[src/rtl/rhps_pkg.sv]
// Shared types and constants of the rolling hash pattern search core.
`timescale 1ns / 1ps

package rhps_pkg;

	// Field and register widths fixed by the interface.
	localparam int unsigned LEN_W      = 5;
	localparam int unsigned TEXT_W     = 8;
	localparam int unsigned POS_W      = 32;
	localparam int unsigned CFG_IDX_W  = 2;
	localparam int unsigned CFG_DATA_W = 64;
	localparam int unsigned PAT_BYTES  = 16;
	localparam int unsigned PIDX_W     = 4;

	// Modular arithmetic: residues are 30 bits, products before reduction 39 bits.
	localparam int unsigned RES_W  = 30;
	localparam int unsigned PROD_W = 39;
	localparam int unsigned QA_W   = 10;
	localparam int unsigned MU_W   = 11;
	localparam int unsigned QM_W   = QA_W + MU_W;
	localparam int unsigned BASE_W = 9;

	localparam logic [RES_W-1:0]  HASH_MOD   = 30'd1000000007;
	localparam logic [BASE_W-1:0] HASH_BASE  = 9'd263;
	// floor(2^40 / HASH_MOD), used to estimate the quotient from the top product bits.
	localparam logic [MU_W-1:0]   BARRETT_MU = 11'd1099;
	localparam logic [POS_W-1:0]  POS_MAX    = {POS_W{1'b1}};

	typedef enum logic [CFG_IDX_W-1:0] {
		REG_PATTERN_LENGTH = 2'd0,
		REG_PATTERN_LOW    = 2'd1,
		REG_PATTERN_HIGH   = 2'd2
	} cfg_reg_t;

	// Operation carried out by one load, multiply and fold pass of the datapath.
	typedef enum logic [1:0] {
		OP_PHASH = 2'd0,
		OP_TPOW  = 2'd1,
		OP_SUB   = 2'd2,
		OP_ROLL  = 2'd3
	} op_t;

	typedef enum logic [2:0] {
		ST_IDLE  = 3'd0,
		ST_LOAD  = 3'd1,
		ST_MULT  = 3'd2,
		ST_FOLD  = 3'd3,
		ST_CHECK = 3'd4
	} state_t;

	typedef struct packed {
		logic             accept;
		logic             load;
		logic             fold;
		logic             emit;
		op_t              op;
		logic [LEN_W-1:0] iter;
	} dp_cmd_t;

	typedef struct packed {
		logic [LEN_W-1:0] eff_len;
		logic             hit;
		logic             out_free;
	} dp_sts_t;

endpackage

[src/rtl/rolling_hash_pattern_search_core.sv]
// Top level of the rolling hash pattern search core.
`timescale 1ns / 1ps

// An ordinary item runs two reduction passes, then a match check that registers a result on a hit.
// An item that starts a new text first rebuilds the pattern hash and top power: 2L-1
// more reduction passes, where L is the effective pattern length.
// No new item is taken until the last one is through the shared modular reducer and its check.
// Reset (asynchronous, active low) gives length 1, zero pattern, empty window, position zero.

module rolling_hash_pattern_search_core import rhps_pkg::*; #(
	parameter int unsigned MAX_PATTERN_LENGTH = 16
) (
	input  logic                  clk,
	input  logic                  arst_n,
	input  logic                  in_valid,
	output logic                  in_ready,
	input  logic [TEXT_W-1:0]     text_char,
	input  logic                  first_of_text,
	output logic                  out_valid,
	input  logic                  out_ready,
	output logic [POS_W-1:0]      match_start,
	input  logic                  cfg_valid,
	output logic                  cfg_ready,
	input  logic [CFG_IDX_W-1:0]  cfg_index,
	input  logic [CFG_DATA_W-1:0] cfg_data
);

	// The controller sequences each item as a series of reduction passes. Each pass
	// loads a product into the datapath, multiplies its top bits by a reciprocal of
	// the modulus, and folds the estimate back into a residue. An ordinary item needs
	// two passes: the outgoing byte times the top power, then the rolled hash times
	// the base plus the new byte. A new text first runs L passes for the pattern hash
	// and L-1 for the top power.

	dp_cmd_t cmd;
	dp_sts_t sts;

	rhps_ctrl u_ctrl (
		.clk           (clk),
		.arst_n        (arst_n),
		.in_valid      (in_valid),
		.first_of_text (first_of_text),
		.in_ready      (in_ready),
		.sts           (sts),
		.cmd           (cmd)
	);

	// The datapath holds the configuration registers, the byte window, the hashes,
	// the position counter and the output register. The output register lets a new
	// item be taken while the previous result still waits on out_ready.
	rhps_datapath #(
		.MAX_PATTERN_LENGTH (MAX_PATTERN_LENGTH)
	) u_datapath (
		.clk           (clk),
		.arst_n        (arst_n),
		.text_char     (text_char),
		.first_of_text (first_of_text),
		.cfg_valid     (cfg_valid),
		.cfg_ready     (cfg_ready),
		.cfg_index     (cfg_index),
		.cfg_data      (cfg_data),
		.out_valid     (out_valid),
		.out_ready     (out_ready),
		.match_start   (match_start),
		.cmd           (cmd),
		.sts           (sts)
	);

endmodule

[src/rtl/rhps_datapath.sv]
// Datapath of the rolling hash pattern search core: registers, window, modular reducer.
`timescale 1ns / 1ps

module rhps_datapath import rhps_pkg::*; #(
	parameter int unsigned MAX_PATTERN_LENGTH = 16
) (
	input  logic                  clk,
	input  logic                  arst_n,
	input  logic [TEXT_W-1:0]     text_char,
	input  logic                  first_of_text,
	input  logic                  cfg_valid,
	output logic                  cfg_ready,
	input  logic [CFG_IDX_W-1:0]  cfg_index,
	input  logic [CFG_DATA_W-1:0] cfg_data,
	output logic                  out_valid,
	input  logic                  out_ready,
	output logic [POS_W-1:0]      match_start,
	input  dp_cmd_t               cmd,
	output dp_sts_t               sts
);

	localparam int unsigned WIN_IDX_W = (MAX_PATTERN_LENGTH > 1) ? $clog2(MAX_PATTERN_LENGTH) : 1;
	localparam logic [LEN_W-1:0] MAX_LEN = LEN_W'(MAX_PATTERN_LENGTH);
	localparam int unsigned PW1   = PROD_W + 1;
	localparam int unsigned POSW1 = POS_W + 1;

	function automatic logic [TEXT_W-1:0] pat_byte(input logic [8*PAT_BYTES-1:0] v,
		input logic [PIDX_W-1:0] i);
		return v[i*TEXT_W +: TEXT_W];
	endfunction

	logic [LEN_W-1:0]       plen_q;
	logic [CFG_DATA_W-1:0]  pat_lo_q;
	logic [CFG_DATA_W-1:0]  pat_hi_q;
	logic [TEXT_W-1:0]      win_q [MAX_PATTERN_LENGTH];
	logic [RES_W-1:0]       whash_q;
	logic [RES_W-1:0]       phash_q;
	logic [RES_W-1:0]       tpow_q;
	logic [RES_W-1:0]       sub_q;
	logic [POS_W-1:0]       seen_q;
	logic [POS_W-1:0]       pos_q;
	logic [POS_W-1:0]       match_q;
	logic                   out_valid_q;
	logic [TEXT_W-1:0]      chr_q;
	logic [PROD_W-1:0]      x_q;
	logic [QM_W-1:0]        qm_q;

	logic [8*PAT_BYTES-1:0] pat_vec;
	logic [LEN_W-1:0]       eff_len;
	logic [LEN_W-1:0]       len_m1;
	logic [TEXT_W-1:0]      outgoing;
	logic [RES_W:0]         h_sum;
	logic [RES_W-1:0]       h0;
	logic [PROD_W-1:0]      x_d;
	logic [QA_W-1:0]        q_est;
	logic [PW1-1:0]         qprod;
	logic [PW1-1:0]         diff;
	logic [RES_W:0]         r_raw;
	logic [RES_W-1:0]       red;
	logic                   eq_all;
	logic                   len_ok;

	assign cfg_ready = 1'b1;
	assign pat_vec   = {pat_hi_q, pat_lo_q};

	// Out-of-range lengths clamp to the supported span.
	always_comb begin
		eff_len = plen_q;
		if (plen_q == '0) begin
			eff_len = LEN_W'(1);
		end else if (plen_q > MAX_LEN) begin
			eff_len = MAX_LEN;
		end
	end

	assign len_m1   = eff_len - LEN_W'(1);
	assign outgoing = win_q[len_m1[WIN_IDX_W-1:0]];

	// Window hash minus the outgoing term, brought back below the modulus.
	assign h_sum = {1'b0, whash_q} + {1'b0, HASH_MOD} - {1'b0, sub_q};
	assign h0    = (h_sum >= {1'b0, HASH_MOD}) ? RES_W'(h_sum - {1'b0, HASH_MOD})
		: h_sum[RES_W-1:0];

	always_comb begin
		unique case (cmd.op)
			OP_PHASH: x_d = PROD_W'(phash_q) * PROD_W'(HASH_BASE)
				+ PROD_W'(pat_byte(pat_vec, cmd.iter[PIDX_W-1:0]));
			OP_TPOW:  x_d = PROD_W'(tpow_q) * PROD_W'(HASH_BASE);
			OP_SUB:   x_d = PROD_W'(outgoing) * PROD_W'(tpow_q);
			OP_ROLL:  x_d = PROD_W'(h0) * PROD_W'(HASH_BASE) + PROD_W'(chr_q);
			default:  x_d = '0;
		endcase
	end

	// Quotient estimate from the top ten product bits; it is low by at most one,
	// so a single conditional subtract finishes the reduction.
	assign q_est = qm_q[QM_W-1 -: QA_W];
	assign qprod = PW1'(q_est) * PW1'(HASH_MOD);
	assign diff  = {1'b0, x_q} - qprod;
	assign r_raw = diff[RES_W:0];
	assign red   = (r_raw >= {1'b0, HASH_MOD}) ? RES_W'(r_raw - {1'b0, HASH_MOD})
		: r_raw[RES_W-1:0];

	always_comb begin
		logic [LEN_W-1:0] pidx;
		eq_all = 1'b1;
		for (int k = 0; k < MAX_PATTERN_LENGTH; k++) begin
			pidx = len_m1 - LEN_W'(k);
			if ((LEN_W'(k) < eff_len)
				&& (win_q[k] != pat_byte(pat_vec, pidx[PIDX_W-1:0]))) begin
				eq_all = 1'b0;
			end
		end
	end

	assign len_ok = ({1'b0, pos_q} + POSW1'(1)) >= POSW1'(eff_len);

	assign sts.eff_len  = eff_len;
	assign sts.hit      = len_ok && (whash_q == phash_q) && eq_all;
	assign sts.out_free = !out_valid_q || out_ready;

	always_ff @(posedge clk or negedge arst_n) begin
		if (!arst_n) begin
			plen_q   <= LEN_W'(1);
			pat_lo_q <= '0;
			pat_hi_q <= '0;
		end else if (cfg_valid) begin
			unique case (cfg_reg_t'(cfg_index))
				REG_PATTERN_LENGTH: plen_q   <= cfg_data[LEN_W-1:0];
				REG_PATTERN_LOW:    pat_lo_q <= cfg_data;
				REG_PATTERN_HIGH:   pat_hi_q <= cfg_data;
				default: ;
			endcase
		end
	end

	always_ff @(posedge clk or negedge arst_n) begin
		if (!arst_n) begin
			for (int k = 0; k < MAX_PATTERN_LENGTH; k++) begin
				win_q[k] <= '0;
			end
			whash_q     <= '0;
			phash_q     <= '0;
			tpow_q      <= RES_W'(1);
			seen_q      <= '0;
			out_valid_q <= 1'b0;
		end else begin
			if (cmd.accept && first_of_text) begin
				for (int k = 0; k < MAX_PATTERN_LENGTH; k++) begin
					win_q[k] <= '0;
				end
				whash_q <= '0;
				phash_q <= '0;
				tpow_q  <= RES_W'(1);
				seen_q  <= '0;
			end
			if (cmd.fold) begin
				unique case (cmd.op)
					OP_PHASH: phash_q <= red;
					OP_TPOW:  tpow_q  <= red;
					OP_SUB: ;
					OP_ROLL: begin
						whash_q <= red;
						for (int k = 1; k < MAX_PATTERN_LENGTH; k++) begin
							win_q[k] <= win_q[k-1];
						end
						win_q[0] <= chr_q;
						if (seen_q != POS_MAX) begin
							seen_q <= seen_q + POS_W'(1);
						end
					end
					default: ;
				endcase
			end
			if (cmd.emit) begin
				out_valid_q <= 1'b1;
			end else if (out_ready) begin
				out_valid_q <= 1'b0;
			end
		end
	end

	always_ff @(posedge clk) begin
		qm_q <= QM_W'(x_q[PROD_W-1 -: QA_W]) * QM_W'(BARRETT_MU);
		if (cmd.accept) begin
			chr_q <= text_char;
		end
		if (cmd.load) begin
			x_q <= x_d;
		end
		if (cmd.fold && (cmd.op == OP_SUB)) begin
			sub_q <= red;
		end
		if (cmd.fold && (cmd.op == OP_ROLL)) begin
			pos_q <= seen_q;
		end
		if (cmd.emit) begin
			match_q <= pos_q + POS_W'(1) - POS_W'(eff_len);
		end
	end

	assign out_valid   = out_valid_q;
	assign match_start = match_q;

	a_whash_reduced: assert property (@(posedge clk) disable iff (!arst_n)
		whash_q < HASH_MOD)
		else $error("window hash left the residue range");

	a_setup_reduced: assert property (@(posedge clk) disable iff (!arst_n)
		(phash_q < HASH_MOD) && (tpow_q < HASH_MOD))
		else $error("pattern hash or top power left the residue range");

	a_no_overwrite: assert property (@(posedge clk) disable iff (!arst_n)
		cmd.emit |-> (!out_valid_q || out_ready))
		else $error("result loaded over one still waiting");

endmodule

[src/rtl/rhps_ctrl.sv]
// Controller state machine of the rolling hash pattern search core.
`timescale 1ns / 1ps

module rhps_ctrl import rhps_pkg::*; (
	input  logic    clk,
	input  logic    arst_n,
	input  logic    in_valid,
	input  logic    first_of_text,
	output logic    in_ready,
	input  dp_sts_t sts,
	output dp_cmd_t cmd
);

	state_t           state_q, state_d;
	op_t              op_q, op_d;
	logic [LEN_W-1:0] iter_q, iter_d;
	logic [LEN_W-1:0] iter_nx;

	assign iter_nx = iter_q + LEN_W'(1);

	always_comb begin
		state_d = state_q;
		op_d    = op_q;
		iter_d  = iter_q;
		unique case (state_q)
			ST_IDLE: begin
				if (in_valid) begin
					state_d = ST_LOAD;
					iter_d  = '0;
					op_d    = first_of_text ? OP_PHASH : OP_SUB;
				end
			end
			ST_LOAD: state_d = ST_MULT;
			ST_MULT: state_d = ST_FOLD;
			ST_FOLD: begin
				state_d = ST_LOAD;
				unique case (op_q)
					OP_PHASH: begin
						if (iter_nx == sts.eff_len) begin
							op_d = OP_SUB;
						end else begin
							op_d = OP_TPOW;
						end
					end
					OP_TPOW: begin
						if (iter_nx == sts.eff_len) begin
							op_d = OP_SUB;
						end else begin
							op_d   = OP_PHASH;
							iter_d = iter_nx;
						end
					end
					OP_SUB:  op_d = OP_ROLL;
					OP_ROLL: state_d = ST_CHECK;
					default: state_d = ST_IDLE;
				endcase
			end
			ST_CHECK: begin
				if (!sts.hit || sts.out_free) begin
					state_d = ST_IDLE;
				end
			end
			default: state_d = ST_IDLE;
		endcase
	end

	always_comb begin
		cmd        = '0;
		cmd.op     = op_q;
		cmd.iter   = iter_q;
		in_ready   = (state_q == ST_IDLE);
		cmd.accept = (state_q == ST_IDLE) && in_valid;
		cmd.load   = (state_q == ST_LOAD);
		cmd.fold   = (state_q == ST_FOLD);
		cmd.emit   = (state_q == ST_CHECK) && sts.hit && sts.out_free;
	end

	always_ff @(posedge clk or negedge arst_n) begin
		if (!arst_n) begin
			state_q <= ST_IDLE;
			op_q    <= OP_SUB;
			iter_q  <= '0;
		end else begin
			state_q <= state_d;
			op_q    <= op_d;
			iter_q  <= iter_d;
		end
	end

	a_accept_starts: assert property (@(posedge clk) disable iff (!arst_n)
		cmd.accept |=> (state_q == ST_LOAD))
		else $error("accepted item did not start a reduction pass");

	a_roll_checks: assert property (@(posedge clk) disable iff (!arst_n)
		(cmd.fold && (op_q == OP_ROLL)) |=> (state_q == ST_CHECK))
		else $error("hash roll not followed by the match check");

	a_miss_returns: assert property (@(posedge clk) disable iff (!arst_n)
		((state_q == ST_CHECK) && !sts.hit) |=> (state_q == ST_IDLE))
		else $error("check without a hit did not return to idle");

endmodule

[config.mk]
export PLATFORM = sky130hd
export DESIGN_NAME = rolling_hash_pattern_search_core
export DESIGN_NICKNAME = d
export VERILOG_FILES = /design/src/rtl/rhps_pkg.sv /design/src/rtl/rolling_hash_pattern_search_core.sv /design/src/rtl/rhps_datapath.sv /design/src/rtl/rhps_ctrl.sv
export SDC_FILE = /design/constraint.sdc
export NUM_CORES = 2
export LEC_CHECK = 0
export BUFFER_PORTS_ARGS = -buffer_cell sky130_fd_sc_hd__buf_4
export CAP_MARGIN = 20
export CORE_MARGIN = 8
export CORE_UTILIZATION = 30
export CTS_CLUSTER_SIZE = 10
export DETAILED_ROUTE_END_ITERATION = 7
export GPL_TIMING_DRIVEN = 0
export PLACE_DENSITY = 0.44
export RECOVER_POWER = 50
export SLEW_MARGIN = 20
export SYNTH_ARGS = -nofsm -noshare
export SYNTH_HDL_FRONTEND = slang
export SYNTH_SLANG_ARGS = --single-unit
[constraint.sdc]
create_clock -name clk -period 12.5 [get_ports clk]
set_input_delay 2.5 -clock clk [delete_from_list [all_inputs] [get_ports clk]]
set_output_delay 2.5 -clock clk [all_outputs]
set_load 0.02 [all_outputs]
==> qor.txt <==
Max incr delay on CP: 0.66 ns
Post-Synth Simple-Gate Area: 12.8%
Largest cells by area after synthesis: dfrtp_1, ha_1, fa_1, edfxtp_1, mux4_2
Fin nets: 8256
Post-synthesis mux area share: 12.3%
GR Overflow Total: 0
Worst hold slack: 0.487 ns
Largest family of logic cells by synthesized area: adder cells
Worst path slowest cell: a22oi_1
Hold crit path type: reg2reg
Post-synthesis adder-cell area fraction: 27.4%
Syn nets: 8058
Clk_lat worst skew: 0.72 ns
Hold Path Cell Cnt: 0
Postcts setup bufs: 0
CTS tree: yes
Clock Pin Slew Worst Setup and Hold Paths: 0.06 ns
DR vias: 52.6k
Post-synth EDFFs: 141
Vias in the first global route: 51.8k
Syn_area_per_cell: 9.44 um^2
FFs w/ async S/R, synth: 72.3%
Full die area: 230000 um^2
Gr busiest metal: met2
Cells on worst reg2reg path: 33
Global-route wire length before repair: 359 mm
Area delta synth->final: 10.6%
Die H: 479 um
Met3 track demand over resource: 3.12%
Yosys cell types: 108
Gr usage total: 20.7%
Total CTS buffers: 71
Final hold violation count: 0
Pre-CTS WS: -2.50 ns
Hold Buf Count CTS: 0
Met1 GRT Util: 28.7%
Fraction of layout cells with a size suffix above 1: 9.08%
Clock Path Buffers: 3
# H-tree levels: 3
Final setup viols: 0
Final Max Tran Viols: 434
Max FO, Critical Path: 11
Status: complete, but fails checks
Violated checks: capacitance limit, slew limit
RePlAce Congestion: 0.967
Complex-gate fraction of the synthesized area: 12.1%
CP arrival: 12.46 ns
Setup skew after layout: 0.0475 ns
# rows: 170
Top cell type's share of synthesized area: 15.2%
Post-synthesis xor/xnor area fraction: 6.45%
RSZ-0062 raised after global routing: true
Most used cell, CP: fa_1
Wire per inst: 24.6 um
Drt first-iter violations: 4383
YS warnings: 0
Yosys top cell by area: dfrtp_1
Post-Syn Instances: 6823
Worst path required time: 12.90 ns
Pin slew with the least headroom to its limit: 5.10 ns
Chip Width: 479 um
Number of antenna violations at the first check in global routing: 16
Maxcap violations: 6
Yosys reg bits: 545
I/O pin count: 115
Post-Route WL: 244 mm
Port Buffers: 113
Largest net degree at the start of global routing: 90
Post-synthesis sequential area ratio: 22.2%
Tcrit/Tclk final: 96.5%
Critical path startpoint category: flop
Setup crit end kind: flop
Post-CTS Resized: 22
Met2 usage: 32.6%
Crit Path Class: reg2reg
Starting Density: 30.1%
Core Area: 214000 um^2
Max-slew headroom: -240%
Post-route ant nets: 0
Mapped Area: 64400 um^2
F_max: 0.0829 GHz
Minimum clock period: 12.06 ns
Drt pass-1 iters: 5
Root Buffer Master: clkbuf_16
CTS Sinks: 545
Worst reg2reg setup slack: 0.44 ns
Synth Flop Type: dfrtp_1
FILL cells: 22.3k
Final WS setup: 0.440 ns
Via density: 5.30
DP HPWL: 204 mm
Remaining DRCs: 0
## worst max-delay path, delay by kind of cell (launching register included)
kind	cells	cell delay (ns)
AOI/OAI and AO/OA	11	3.58
buffers and inverters	10	3.47
adders and majority gates	6	2.74
and+or+nand+nor	4	0.87
muxes	1	0.54
DFF	1	0.35
xor gates and xnor gates	1	0.16
## cell families (layout without fill, tap and decap cells)
| group | Yosys count | in the layout |
|---|---|---|
| simple gates | 1750 | 1750 |
| compound gates | 1180 | 1180 |
| fa+ha+maj | 1157 | 1157 |
| buf+inv | 1150 | 1398 |
| mux | 574 | 574 |
| flops | 545 | 545 |
| xor+xnor | 466 | 466 |
| other cells | 1 | 5 |
## metal layers
layer	share of wire (%)	vias up
met5	0.011	-
met4	4.6	4
met3	5.9	339
met2	44	1672
met1	45	26500
li1	-	24100
## path summary, 6_finish.rpt
| path | to | start |
|---|---|---|
| hold / removal | u_datapath.pos_q[20] | u_datapath.seen_q[20] |
| min in group asynchronous | u_datapath.pat_lo_q[51] | arst_n |
| setup reg to reg | u_datapath.x_q[34] | u_datapath.plen_q[2] |
| hold reg to reg | u_datapath.pos_q[20] | u_datapath.seen_q[20] |
| setup / recovery | u_datapath.x_q[34] | u_datapath.plen_q[2] |
| max in group asynchronous | u_datapath.win_q[74] | arst_n |
## synth_stat cells (all sizes together), types with 72 or more instances
master	n
inv	851
nand2	753
ha	732
fa	423
dfrtp	391
a21oi	295
mux2i	272
xnor2	261
nand3	258
o21ai	255
nor2	220
clkbuf	216
xor2	204
mux4	160
mux2	142
edfxtp	141
a21o	127
and2	120
buf	79
nor3	72
## per-stage QoR
| stage | util [%] | TNS [ns] | cells | cell area [um^2] |
|---|---|---|---|---|
| global route | 33.3 | -0.0446 | 9912 | 71300 |
| finish | 33.3 | 0 | 9913 | 71300 |
| floorplan | - | 0 | 6823 | 64400 |
| global placement | 32.2 | -68.21 | 9774 | 68800 |
| detailed placement | 32.3 | -31.56 | 9788 | 69100 |
| CTS | 33.4 | 0 | 9908 | 71400 |
## layout by cell type (no fill, tap or decap), types with 44 or more instances in the layout
cell         n
clkbuf_16   72
buf_4      107
nor2b_1     44
clkbuf_1   232
nand3_1    258
nand2b_1    46
inv_1      845
a21o_1     127
fa_1       423
o21ai_0    248
a21oi_1    289
mux2i_1    272
o21bai_1    49
ha_1       732
o21a_1      50
mux2_2     142
xor2_1     202
and2_1     119
a31oi_1     56
edfxtp_1   141
nor2_1     219
nand2_1    753
dfrtp_1    391
and3_1      68
xnor2_1    255
mux4_2     160
nor3_1      69
## registers in the layout, summed over array words and instances (netlist names), 30 cells and up
name and count:
u_datapath.sub_q 30, u_datapath.match_start 32, u_datapath.pos_q 32, u_datapath.seen_q 32, u_datapath.x_q 39, u_datapath.tpow_q 30, u_datapath.pat_lo_q 64, u_datapath.phash_q 30
u_datapath.whash_q 30, u_datapath.win_q 128, u_datapath.pat_hi_q 64
## final cells by class
cell class	instances	area (um^2)	share of cell area [%]
antenna	4	10.0	0.0140
buffer	292	1190	1.67
clock buffer	106	2000	2.81
clock inverter	17	234	0.328
inverter	855	3210	4.50
multi-input combinational	5128	45800	64.3
sequential	545	14300	20.1
tap	2838	3550	4.98
timing repair buffer	128	953	1.34
Power is not shown: default switching activity piles up to over one toggle a cycle in this logic, so the estimate is an artifact.
